==> config.mk <==
export PLATFORM = sky130hd
export DESIGN_NAME = hbp_pack
export DESIGN_NICKNAME = d
export VERILOG_FILES = /design/src/rtl/hbp_pkg.sv /design/src/rtl/hbp_pack.sv
export SDC_FILE = /design/constraint.sdc
export NUM_CORES = 1
export LEC_CHECK = 0
export ABC_AREA = 1
export BUFFER_PORTS_ARGS = -buffer_cell sky130_fd_sc_hd__buf_2
export CAP_MARGIN = 20
export CORE_MARGIN = 2
export CORE_UTILIZATION = 28
export CTS_BUF_LIST = sky130_fd_sc_hd__clkbuf_4 sky130_fd_sc_hd__clkbuf_8
export DETAILED_ROUTE_END_ITERATION = 10
export GPL_TIMING_DRIVEN = 0
export PLACE_DENSITY = 0.49
export SYNTH_ARGS = -nofsm -noshare
export SYNTH_HDL_FRONTEND = slang
export SYNTH_SLANG_ARGS = --single-unit
==> constraint.sdc <==
create_clock -name clk -period 3.1 [get_ports clk]
set_clock_uncertainty 0.15 [all_clocks]
set_input_delay 0.31 -clock clk [delete_from_list [all_inputs] [get_ports clk]]
set_output_delay 0.31 -clock clk [all_outputs]
set_load 0.05 [all_outputs]
==> src/rtl/hbp_pkg.sv <==
// Shared types and constants for the Huffman bit packer.
// No dependencies; imported by every module of the block except hbp_ram.
`timescale 1ns / 1ps
`default_nettype none
package hbp_pkg;

	localparam int HBP_MAX_CODE_LEN = 32;
	localparam int SYM_W = 8;
	localparam int LEN_W = 6;
	localparam int CMD_W = 2;
	localparam int TBL_DEPTH = 256;
	localparam int IN_TDATA_W = 48;

	localparam logic [CMD_W-1:0] CMD_LOAD  = 2'd0;
	localparam logic [CMD_W-1:0] CMD_ENC   = 2'd1;
	localparam logic [CMD_W-1:0] CMD_FLUSH = 2'd2;

	typedef struct packed {
		logic last;
		logic missing_code;
		logic byte_valid;
	} hbp_flags_t;

endpackage
`default_nettype wire

==> src/rtl/hbp_pack.sv <==
// Bit packer: merges held bits with a code, splits off completed bytes, keeps the remainder.
// Depends on hbp_pkg.
`timescale 1ns / 1ps
`default_nettype none
module hbp_pack import hbp_pkg::*; #(
	parameter int CODE_W = HBP_MAX_CODE_LEN
) (
	input  wire logic                                 clk,
	input  wire logic                                 arst_n,
	input  wire logic                                 advance,
	input  wire logic [CMD_W-1:0]                     cmd,
	input  wire logic [CODE_W-1:0]                    code,
	input  wire logic [LEN_W-1:0]                     len,
	output logic      [8*((8+CODE_W+7)/8)-1:0]        res_data,
	output logic      [$clog2((8+CODE_W+7)/8+1)-1:0]  res_cnt,
	output hbp_flags_t                                res_flags
);

	localparam int TOT_W    = 8 + CODE_W;
	localparam int OB_BYTES = (TOT_W + 7) / 8;
	localparam int OB_W     = 8 * OB_BYTES;
	localparam int CNT_W    = $clog2(OB_BYTES + 1);
	localparam logic [6:0] OB_SH = 7'(OB_W);

	logic [7:0]       acc_q, acc_d;
	logic [2:0]       held_q, held_d;
	logic [TOT_W-1:0] merged;
	logic [6:0]       total;
	logic [OB_W-1:0]  aligned;
	logic [7:0]       padded;

	always_comb begin
		merged  = (TOT_W'(acc_q) << len) | (TOT_W'(code) & ~({TOT_W{1'b1}} << len));
		total   = 7'(held_q) + 7'(len);
		// earliest bit to the top of the result word
		aligned = OB_W'(merged) << (OB_SH - total);
		padded  = 8'(acc_q << (4'd8 - {1'b0, held_q}));

		res_data  = '0;
		res_cnt   = '0;
		res_flags = '0;
		acc_d     = acc_q;
		held_d    = held_q;

		case (cmd)
			CMD_ENC: begin
				res_cnt = CNT_W'(1);
				if (len == '0) begin
					res_flags.missing_code = 1'b1;
				end else begin
					res_data             = aligned;
					res_cnt              = CNT_W'(total[6:3]);
					res_flags.byte_valid = 1'b1;
					acc_d                = merged[7:0] & ~(8'hFF << total[2:0]);
					held_d               = total[2:0];
				end
			end
			CMD_FLUSH: begin
				res_cnt        = CNT_W'(1);
				res_flags.last = 1'b1;
				if (held_q != '0) begin
					res_data             = {padded, {(OB_W-8){1'b0}}};
					res_flags.byte_valid = 1'b1;
				end
				acc_d  = '0;
				held_d = '0;
			end
			default: begin
			end
		endcase
	end

	always_ff @(posedge clk or negedge arst_n) begin
		if (!arst_n) begin
			acc_q  <= '0;
			held_q <= '0;
		end else if (advance) begin
			acc_q  <= acc_d;
			held_q <= held_d;
		end
	end

endmodule
`default_nettype wire

After elaboration in Yosys (flattened, before gate mapping)
Cells that the tools add are included.
{ "op_classes": {"n_addsub": 3, "n_eq_ne": 3, "shifts": 5, "n_mux": 15, "bitwise_logic": 5, "reduce_logical": 4} }
{ "ops": {"columns": ["op", "count"], "rows": [
  ["40-bit two-way mux", 2],
  ["40-bit one-hot mux with 2 select lines", 1],
  ["32-bit by 40-bit bitwise AND with 40-bit output", 1],
  ["40-bit inverter", 1],
  ["40-bit bitwise OR", 1],
  ["40-bit by 6-bit left shift with 40-bit output, first input constant", 1],
  ["40-bit by 7-bit left shift with 40-bit output", 1],
  ["8-bit by 6-bit left shift with 40-bit output", 1],
  ["8-bit one-hot mux with 2 select lines", 1],
  ["3-bit one-hot mux with 2 select lines", 2],
  ["8-bit bitwise AND", 1],
  ["8-bit two-way mux", 1],
  ["8-bit inverter", 1],
  ["8-bit by 3-bit left shift with 8-bit output, first input constant", 1],
  ["8-bit by 4-bit left shift with 8-bit output", 1],
  ["3-bit by 6-bit adder with 7-bit output", 1],
  ["6-bit by 7-bit subtractor with 7-bit output, first input constant", 1],
  ["6-bit logical NOT", 1],
  ["3-bit two-way mux", 2],
  ["1-bit two-way mux", 5],
  ["4-bit by 3-bit subtractor with 4-bit output, first input constant", 1],
  ["3-bit AND reduction", 1],
  ["3-bit nonzero test", 1],
  ["2-bit by 1-bit == test with 1-bit output, second input constant", 1],
  ["other kinds (4)", 4]
]} }
{ "word_totals": {"regBits": 11, "in_bits": 43, "word_cells": 37} }

Depth between registers and ports, before layout
Gate-level depths: netlist of run 1.
{ "depth": {"depth_word": 7, "mapped_depth": 18} }

Worst setup path after synthesis of run 1
No wires, ideal clock.
{ "synth_timing": {"path_kind": "input-to-output", "start": "input port len[1]", "end": "output port res_data[28]", "arrival_ns": 3.861, "setup_slack_ns": -1.221, "stages": 15, "n_path_buf": 4, "path_cell_list": "clkbuf_2 > inv_2 > fa_1 > or2_4 > nand2_2 > inv_1 > ha_1 > clkbuf_1 > inv_1 > clkbuf_1 > buf_1 > nand2_1 > nand2_1 > nor2_1 > o31ai_1"} }
{ "synth_via": {"elab_chain_cells": 7, "word_cells_on_any_way": 11, "cone_classes": "add/sub (2); shift (3); mux (2); bitwise (3); reduce/logical (1)"} }
{ "synth_lines": {"columns": ["element", "line", "text"], "rows": [
  ["start, declared", "hbp_pack.sv:13", "input wire logic [LEN_W-1:0] len,"],
  ["branches (longest 5 deep; another with 3-bit by 6-bit adder with 7-bit output)", null, null],
  ["40-bit two-way mux *", "hbp_pack.sv:48", "if (len == '0) begin"],
  ["40-bit one-hot mux with 2 select lines *", "hbp_pack.sv:45", "case (cmd)"],
  ["end, declared", "hbp_pack.sv:14", "output logic [8*((8+CODE_W+7)/8)-1:0] res_data,"]
]} }
Mark *: on every way between the ends.

Worst setup path in the final report of run 1
{ "layout_timing": {"start": "register held_q[0]", "end": "output port res_data[32]"} }
{ "layout_via": {"elab_chain_cells": 5, "word_cells_on_any_way": 9, "cone_classes": "add/sub (3); shift (2); mux (3); reduce/logical (1)"} }
{ "layout_lines": {"columns": ["element", "line", "text"], "rows": [
  ["start, declared", "hbp_pack.sv:26", "logic [2:0] held_q, held_d;"],
  ["start signal, assigned", "hbp_pack.sv:79", "held_q <= held_d;"],
  ["3-bit by 6-bit adder with 7-bit output", "hbp_pack.sv:34", "total = 7'(held_q) + 7'(len);"],
  ["6-bit by 7-bit subtractor with 7-bit output", "hbp_pack.sv:36", "aligned = OB_W'(merged) << (OB_SH - total);"],
  ["40-bit by 7-bit left shift with 40-bit output", "hbp_pack.sv:36", null],
  ["40-bit two-way mux", "hbp_pack.sv:48", null],
  ["40-bit one-hot mux with 2 select lines *", "hbp_pack.sv:45", null]
]} }
Every way passes the cells marked *; elsewhere a longest branch is shown, timed or not.

==> results.sh, run 1 <==
export IMPL_arrival_ns=3.23
export IMPL_layout_worst_path_cycle_share=1.19
export IMPL_hold_class="primary input to asynchronous set/reset pin"
export IMPL_use_met1=0.383
export IMPL_internal_power_w=0.00298
export IMPL_stdcell_count=1228
export IMPL_core_area_mm2=0.0159
export IMPL_insertion_delay_ns=0.23
export IMPL_maxSlewHeadroom=0.317
export IMPL_grt_ovfl_total=0
export IMPL_drv_cap=0
export IMPL_layout_drive_gt1_share=0.337
export IMPL_grt_pass1_wl_um=38600
export IMPL_p_per_area_mw_per_mm2=1150
export IMPL_outcome="finished with violations"
export IMPL_async_flop_share=1.00
export IMPL_synth_xor_area_frac=0.0150
export IMPL_cts_root_buf="clkbuf_8"
export IMPL_port_buffers=87
export IMPL_cp_start_kind="flip-flop"
export IMPL_met3_usage=0.0208
export IMPL_syn_area_mm2=0.00459
export IMPL_rrSetupSlack_ns=0.99
export IMPL_cts_tree="built"
export IMPL_synth_avg_cell_area_um2=5.14
export IMPL_dr_total_vias=7034
export IMPL_place_ws_ns=-0.908
export IMPL_cts_made_buffers=3
export IMPL_synth_mux_area_frac=0.00218
export IMPL_yosysSeqAreaShare=0.0545
export IMPL_wire_per_inst_um=20.3
export IMPL_num_antenna_cells=0
export IMPL_place_congestion=0.943
export IMPL_ir_drop_v=0.000423
export IMPL_die_area_mm2=0.0174
export IMPL_synth_ff_latch_count=10
export IMPL_syn_to_final_growth_pct=57.0
export IMPL_drt_iter0_drc=667
export IMPL_final_cell_mix="nand3_1 (240), nand2_1 (226), nand3_2 (58), buf_2 (53), inv_1 (45)"
export IMPL_rows=46
export IMPL_io_pins=89
export IMPL_synth_compound_area_frac=0.150
export IMPL_setup_viol=40
export IMPL_postRouteAntennaNets=0
export IMPL_rsz0062_at_grt="yes"
export IMPL_p_leak_nw=3.19
export IMPL_worst_setup_path_type="flip-flop to primary output"
export IMPL_nFillCells=1778
export IMPL_routed_wl_um=25000
export IMPL_synth_cells=893
export IMPL_p_sw_w=0.00533
export IMPL_placed_area_mm2=0.00595
export IMPL_drv_slew=0
export IMPL_die_x_um=132
export IMPL_htree_num_levels=1
export IMPL_fin_crit_ns=3.69
export IMPL_cts_buffer_depth=2
export IMPL_die_h_um=132
export IMPL_clk_pin_slew_worst_paths_ns=0.04
export IMPL_end_kind="primary output"
export IMPL_syn_nets=948
export IMPL_synthSimpleGateAreaFrac=0.638
export IMPL_initial_utilization=0.288
export IMPL_finish_net_count=1069
export IMPL_sw_frac_of_total=0.642
export IMPL_violations="setup timing"
export IMPL_fmax_ghz=0.271
export IMPL_grt_max_degree=11
export IMPL_synth_cell_types=51
export IMPL_grtUsageMet2=0.473
export IMPL_worstPathMaxFanout=9
export IMPL_grt_use_total=0.279
export IMPL_yosysWarnings=0
export IMPL_hold_viol=0
export IMPL_yosys_area_share_adder=0.0343
export IMPL_dp_hpwl_um=20200
export IMPL_seqPwrFrac=0.026
export IMPL_required_ns=2.64
export IMPL_drtPass1Iterations=6
export IMPL_via_per_inst=5.73
export IMPL_clock_power_share=0.016
export IMPL_dp_cells=1196
export IMPL_synth_edf_count=0
export IMPL_top_usage_layer="met2"
export IMPL_worst_slew_pin_transition_ns=1.02
export IMPL_clock_sinks=10
export IMPL_grt_pass1_vias=6903
export IMPL_synth_top_family_by_area="simple AND/OR/NAND/NOR gates"
export IMPL_comb_power_share=0.958
export IMPL_synth_ff_type="dfrtp_1"
export IMPL_antenna_found_initial=0
export IMPL_fin_area_mm2=0.00721
export IMPL_layout_commonest_cell="nand3_1"
export IMPL_drc=0
export IMPL_finalWorstSetupSlack_ns=-0.588
==> registers in the layout (all words and copies together), names as in the netlist <==
register  flops
acc_q         7
held_q        3
==> worst paths after layout <==
kind | start | end | depth (start not counted)
hold / removal | arst_n | acc_q[0] | 2
hold reg to reg | acc_q[4] | acc_q[4] | 2
min in group clk | code[1] | acc_q[1] | 3
setup / recovery | held_q[0] | res_data[32] | 14
max in group asynchronous | arst_n | acc_q[5] | 2
setup reg to reg | held_q[0] | acc_q[2] | 7
==> power by group through the flow <==
stage / Sequential, W / Combinational (W) / Clock [W]
CTS: 0.000212 / 0.00753 / 0.000136
finish: 0.000213 / 0.00796 / 0.000133
global route: 0.000216 / 0.00850 / 0.000147
global placement: 0.000214 / 0.00638 / 0
floorplan: 0.000193 / 0.00467 / 0
detailed placement: 0.000214 / 0.00634 / 0
==> critical path: stages, from the launching register on <==
cell	delay, ns
dfrtp_1	0.41
ha_4	0.17
inv_2	0.03
fa_2	0.33
or2_4	0.26
a21oi_4	0.21
xor2_4	0.24
nand2_1	0.17
xor2_4	0.21
nor2_4	0.23
buf_12	0.16
nand3_2	0.11
nand3b_1	0.19
a21oi_4	0.07
buf_6	0.20
==> timing repair <==
item | CTS | global route
gates cloned | 2 | 1
buffers inserted | 19 | 9
pin swaps | 32 | 14
hold endpoints to repair | 10 | 0
resized for setup | 196 | 46
hold buffers | 1 | 0
setup endpoints to repair | 40 | 40
==> routing by layer <==
| layer | vias up | wire length [um] |
|---|---|---|
| met1 | 3329 | 11000 |
| li1 | 3334 | - |
| met5 | - | 0 |
| met3 | 46 | 1620 |
| met2 | 325 | 11700 |
| met4 | 0 | 627 |
==> cell type report <==
cell class	count	area, um2	share of cell area
Buffer	53	472	0.0654
Clock buffer	3	41.3	0.00573
Inverter	64	267	0.0370
Multi-Input combinational cell	765	4860	0.674
Sequential cell	10	250	0.0347
Tap cell	216	270	0.0375
Timing Repair Buffer	117	1050	0.146
==> stage by stage <==
step	util	power, W	setup TNS (ns)	hold slack, ns
after floorplan	-	0.00486	-3.16	-0.136
after global placement	0.373	0.00659	-27.07	0.0370
after detailed placement	0.373	0.00655	-27.00	0.0359
after CTS	0.437	0.00788	-18.94	0.323
after global routing	0.452	0.00886	-24.60	0.329
final	0.452	0.00831	-19.58	0.325
==> kinds of logic (layout without fill, tap and decap cells) <==
family	Yosys count	in the layout
buf+inv	118	237
simple gates	637	637
compound gates	111	111
mux	1	1
xor+xnor	4	4
flops	10	10
fa+ha+maj	12	12
==> synth_stat cells (10+ instances only) <==
library cell / n / area [um2]
nand3_1: 303 / 1520
nand2_1: 248 / 931
inv_1: 54 / 203
nor2_1: 42 / 158
a21oi_1: 34 / 170
o21ai_0: 30 / 150
clkbuf_1: 24 / 90.1
nand4_1: 19 / 119
buf_1: 13 / 48.8
buf_2: 11 / 55.1
ha_1: 11 / 138
dfrtp_1: 10 / 250
Note: power is estimated with default switching activity, not from simulation.
==> run 2: changes to the inputs <==
--- a/config.mk
+++ b/config.mk
@@ -8,11 +8,9 @@
 export ABC_AREA = 1
 export BUFFER_PORTS_ARGS = -buffer_cell sky130_fd_sc_hd__buf_2
 export CAP_MARGIN = 20
-export CORE_MARGIN = 2
 export CORE_UTILIZATION = 28
 export CTS_BUF_LIST = sky130_fd_sc_hd__clkbuf_4 sky130_fd_sc_hd__clkbuf_8
 export DETAILED_ROUTE_END_ITERATION = 10
-export GPL_TIMING_DRIVEN = 0
 export PLACE_DENSITY = 0.49
 export SYNTH_ARGS = -nofsm -noshare
 export SYNTH_HDL_FRONTEND = slang
==> run 2 against run 1 <==
The run still ends with setup timing left; flip-flop and latch count did not move; via count is 3.9% higher; global-route usage grew 0.33 points; clock-buffer cell count unchanged; largest cell class unchanged; critical path type unchanged; final cell count grew 8.6%; critical path depth up 2.
==> results.sh, run 2 (synthesis results as in run 1) <==
export IMPL_nFillCells=1638
export IMPL_dr_total_vias=7308
export IMPL_postRouteAntennaNets=0
export IMPL_critPathSlowestCell="fa_2"
export IMPL_cts_root_buf="clkbuf_8"
export IMPL_port_buffers=88
export IMPL_cp_num_buf_inv=6
export IMPL_layout_drive_gt1_share=0.425
export IMPL_via_per_inst=5.48
export IMPL_final_cell_mix="nand3_1 (235), nand2_1 (221), buf_4 (151), nand3_2 (61), buf_6 (49)"
export IMPL_fmax_ghz=0.278
export IMPL_cts_buffer_depth=2
export IMPL_internal_power_w=0.00443
export IMPL_hold_viol=0
export IMPL_violations="setup timing"
export IMPL_max_stage_delay_ns=0.56
export IMPL_die_x_um=130
export IMPL_largestRegisters="acc_q (7), held_q (3)"
export IMPL_p_leak_nw=3.75
export IMPL_ir_drop_v=0.000560
export IMPL_finish_net_count=1175
export IMPL_routed_wl_um=24600
export IMPL_p_per_area_mw_per_mm2=1270
export IMPL_arrival_ns=3.14
export IMPL_antenna_found_initial=0
export IMPL_cts_made_buffers=3
export IMPL_drv_cap=0
export IMPL_hold_class="primary input to asynchronous set/reset pin"
export IMPL_drt_iter0_drc=757
export IMPL_worst_setup_path_type="flip-flop to primary output"
export IMPL_fin_area_mm2=0.00819
export IMPL_maxSlewHeadroom=0.706
export IMPL_layout_commonest_cell="nand3_1"
export IMPL_wire_per_inst_um=18.5
export IMPL_p_sw_w=0.00598
export IMPL_place_congestion=1.01
export IMPL_setup_viol=40
export IMPL_core_area_mm2=0.0159
export IMPL_clk_pin_slew_worst_paths_ns=0.04
export IMPL_grt_use_total=0.283
export IMPL_num_antenna_cells=0
export IMPL_regMostFlops="acc_q"
export IMPL_outcome="finished with violations"
export IMPL_htree_num_levels=1
export IMPL_cts_tree="built"
export IMPL_cp_start_kind="flip-flop"
export IMPL_grt_pass1_vias=6773
export IMPL_largest_register_ffs=7
export IMPL_initial_utilization=0.288
export IMPL_rsz0062_at_grt="yes"
export IMPL_grt_ovfl_total=0
export IMPL_crit_family="adder cells"
export IMPL_drv_slew=0
export IMPL_fin_crit_ns=3.60
export IMPL_finalWorstSetupSlack_ns=-0.503
export IMPL_grt_pass1_wl_um=36500
export IMPL_seqPwrFrac=0.020
export IMPL_syn_to_final_growth_pct=78.3
export IMPL_layout_worst_path_cycle_share=1.16
export IMPL_io_pins=89
export IMPL_clock_sinks=10
export IMPL_dp_hpwl_um=19300
export IMPL_drtPass1Iterations=5
export IMPL_required_ns=2.64
export IMPL_clock_power_share=0.012
export IMPL_drc=0
export IMPL_worstPathMaxFanout=6
export IMPL_end_kind="primary output"
export IMPL_comb_power_share=0.967
export IMPL_insertion_delay_ns=0.23
export IMPL_die_area_mm2=0.0169
export IMPL_cp_cell_sequence="ha_2, inv_2, fa_2, buf_6, ha_4, inv_4, ha_4, buf_12, buf_16, nor2_4, nand2_4, o21ai_2, nand2_1, nand3b_1, a21oi_4, buf_6"
export IMPL_worst_slew_pin_transition_ns=0.435
export IMPL_rows=46
export IMPL_die_h_um=130
export IMPL_placed_area_mm2=0.00695
export IMPL_grt_max_degree=39
export IMPL_sw_frac_of_total=0.574
export IMPL_place_ws_ns=-0.487
-- run 2: what timing repair did --
action | CTS | global route
gates cloned | 1 | 8
hold buffers | 1 | 0
hold endpoints to repair | 10 | 0
buffers inserted | 2 | 14
resized for setup | 145 | 76
pin swaps | 20 | 38
setup endpoints to repair | 40 | 40
-- run 2: worst reg2reg max path: cells and delay by family (launching register included) --
family	cells	cell delay, ns
buffers and inverters	3	0.26
DFF	1	0.35
adders and majority gates	2	0.52
and+or+nand+nor	2	0.34
AOI/OAI and AO/OA	2	0.36
-- run 2: per-layer routing --
layer,up-vias,track usage,part of all wire
li1,3542,-,-
met1,3402,0.388,0.44
met2,314,0.459,0.45
met3,50,0.0271,0.071
met4,0,0.0985,0.036
met5,-,0,0
-- run 2: worst paths after layout --
check                               start            to  slack (ns)  depth (start not counted)
worst max-delay path            held_q[0]  res_data[32]       -0.50                         16
worst min-delay path               arst_n      acc_q[5]        0.32                          2
worst max register to register  held_q[0]      acc_q[2]        0.99                          9
worst min register to register   acc_q[1]      acc_q[1]        0.47                          2
max in group asynchronous          arst_n     held_q[0]        2.29                          2
min in group clk                  code[4]      acc_q[4]        0.46                          5
-- run 2: layout make-up --
| class | instances | area, um2 | area share |
|---|---|---|---|
| Timing Repair inverter | 1 | 8.76 | 0.00107 |
| Tap cell | 216 | 270 | 0.0330 |
| Sequential cell | 10 | 250 | 0.0306 |
| Clock buffer | 3 | 41.3 | 0.00504 |
| Inverter | 64 | 268 | 0.0327 |
| Multi-Input combinational cell | 765 | 4890 | 0.598 |
| Timing Repair Buffer | 275 | 2450 | 0.300 |
-- run 2: stage by stage --
stage	utilization	TNS (ns)	power [W]	std cells	hold slack, ns
6_report	0.513	-15.85	0.0104	1334	0.316
5_1_grt	0.513	-21.06	0.0110	1334	0.340
4_1_cts	0.474	-15.54	0.00881	1313	0.331
3_5_place_dp	0.436	-16.21	0.00802	1306	0.0342
3_3_place_gp	0.436	-14.91	0.00803	1306	0.0326
2_1_floorplan	-	-3.16	0.00486	893	-0.136
-- run 2: power by group through the flow --
stage / registers (W) / logic (W) / clock network (W)
after floorplan: 0.000193 / 0.00467 / 0
after global placement: 0.000209 / 0.00782 / 0
after detailed placement: 0.000210 / 0.00781 / 0
after CTS: 0.000208 / 0.00847 / 0.000132
after global routing: 0.000215 / 0.0106 / 0.000140
final: 0.000209 / 0.0101 / 0.000129
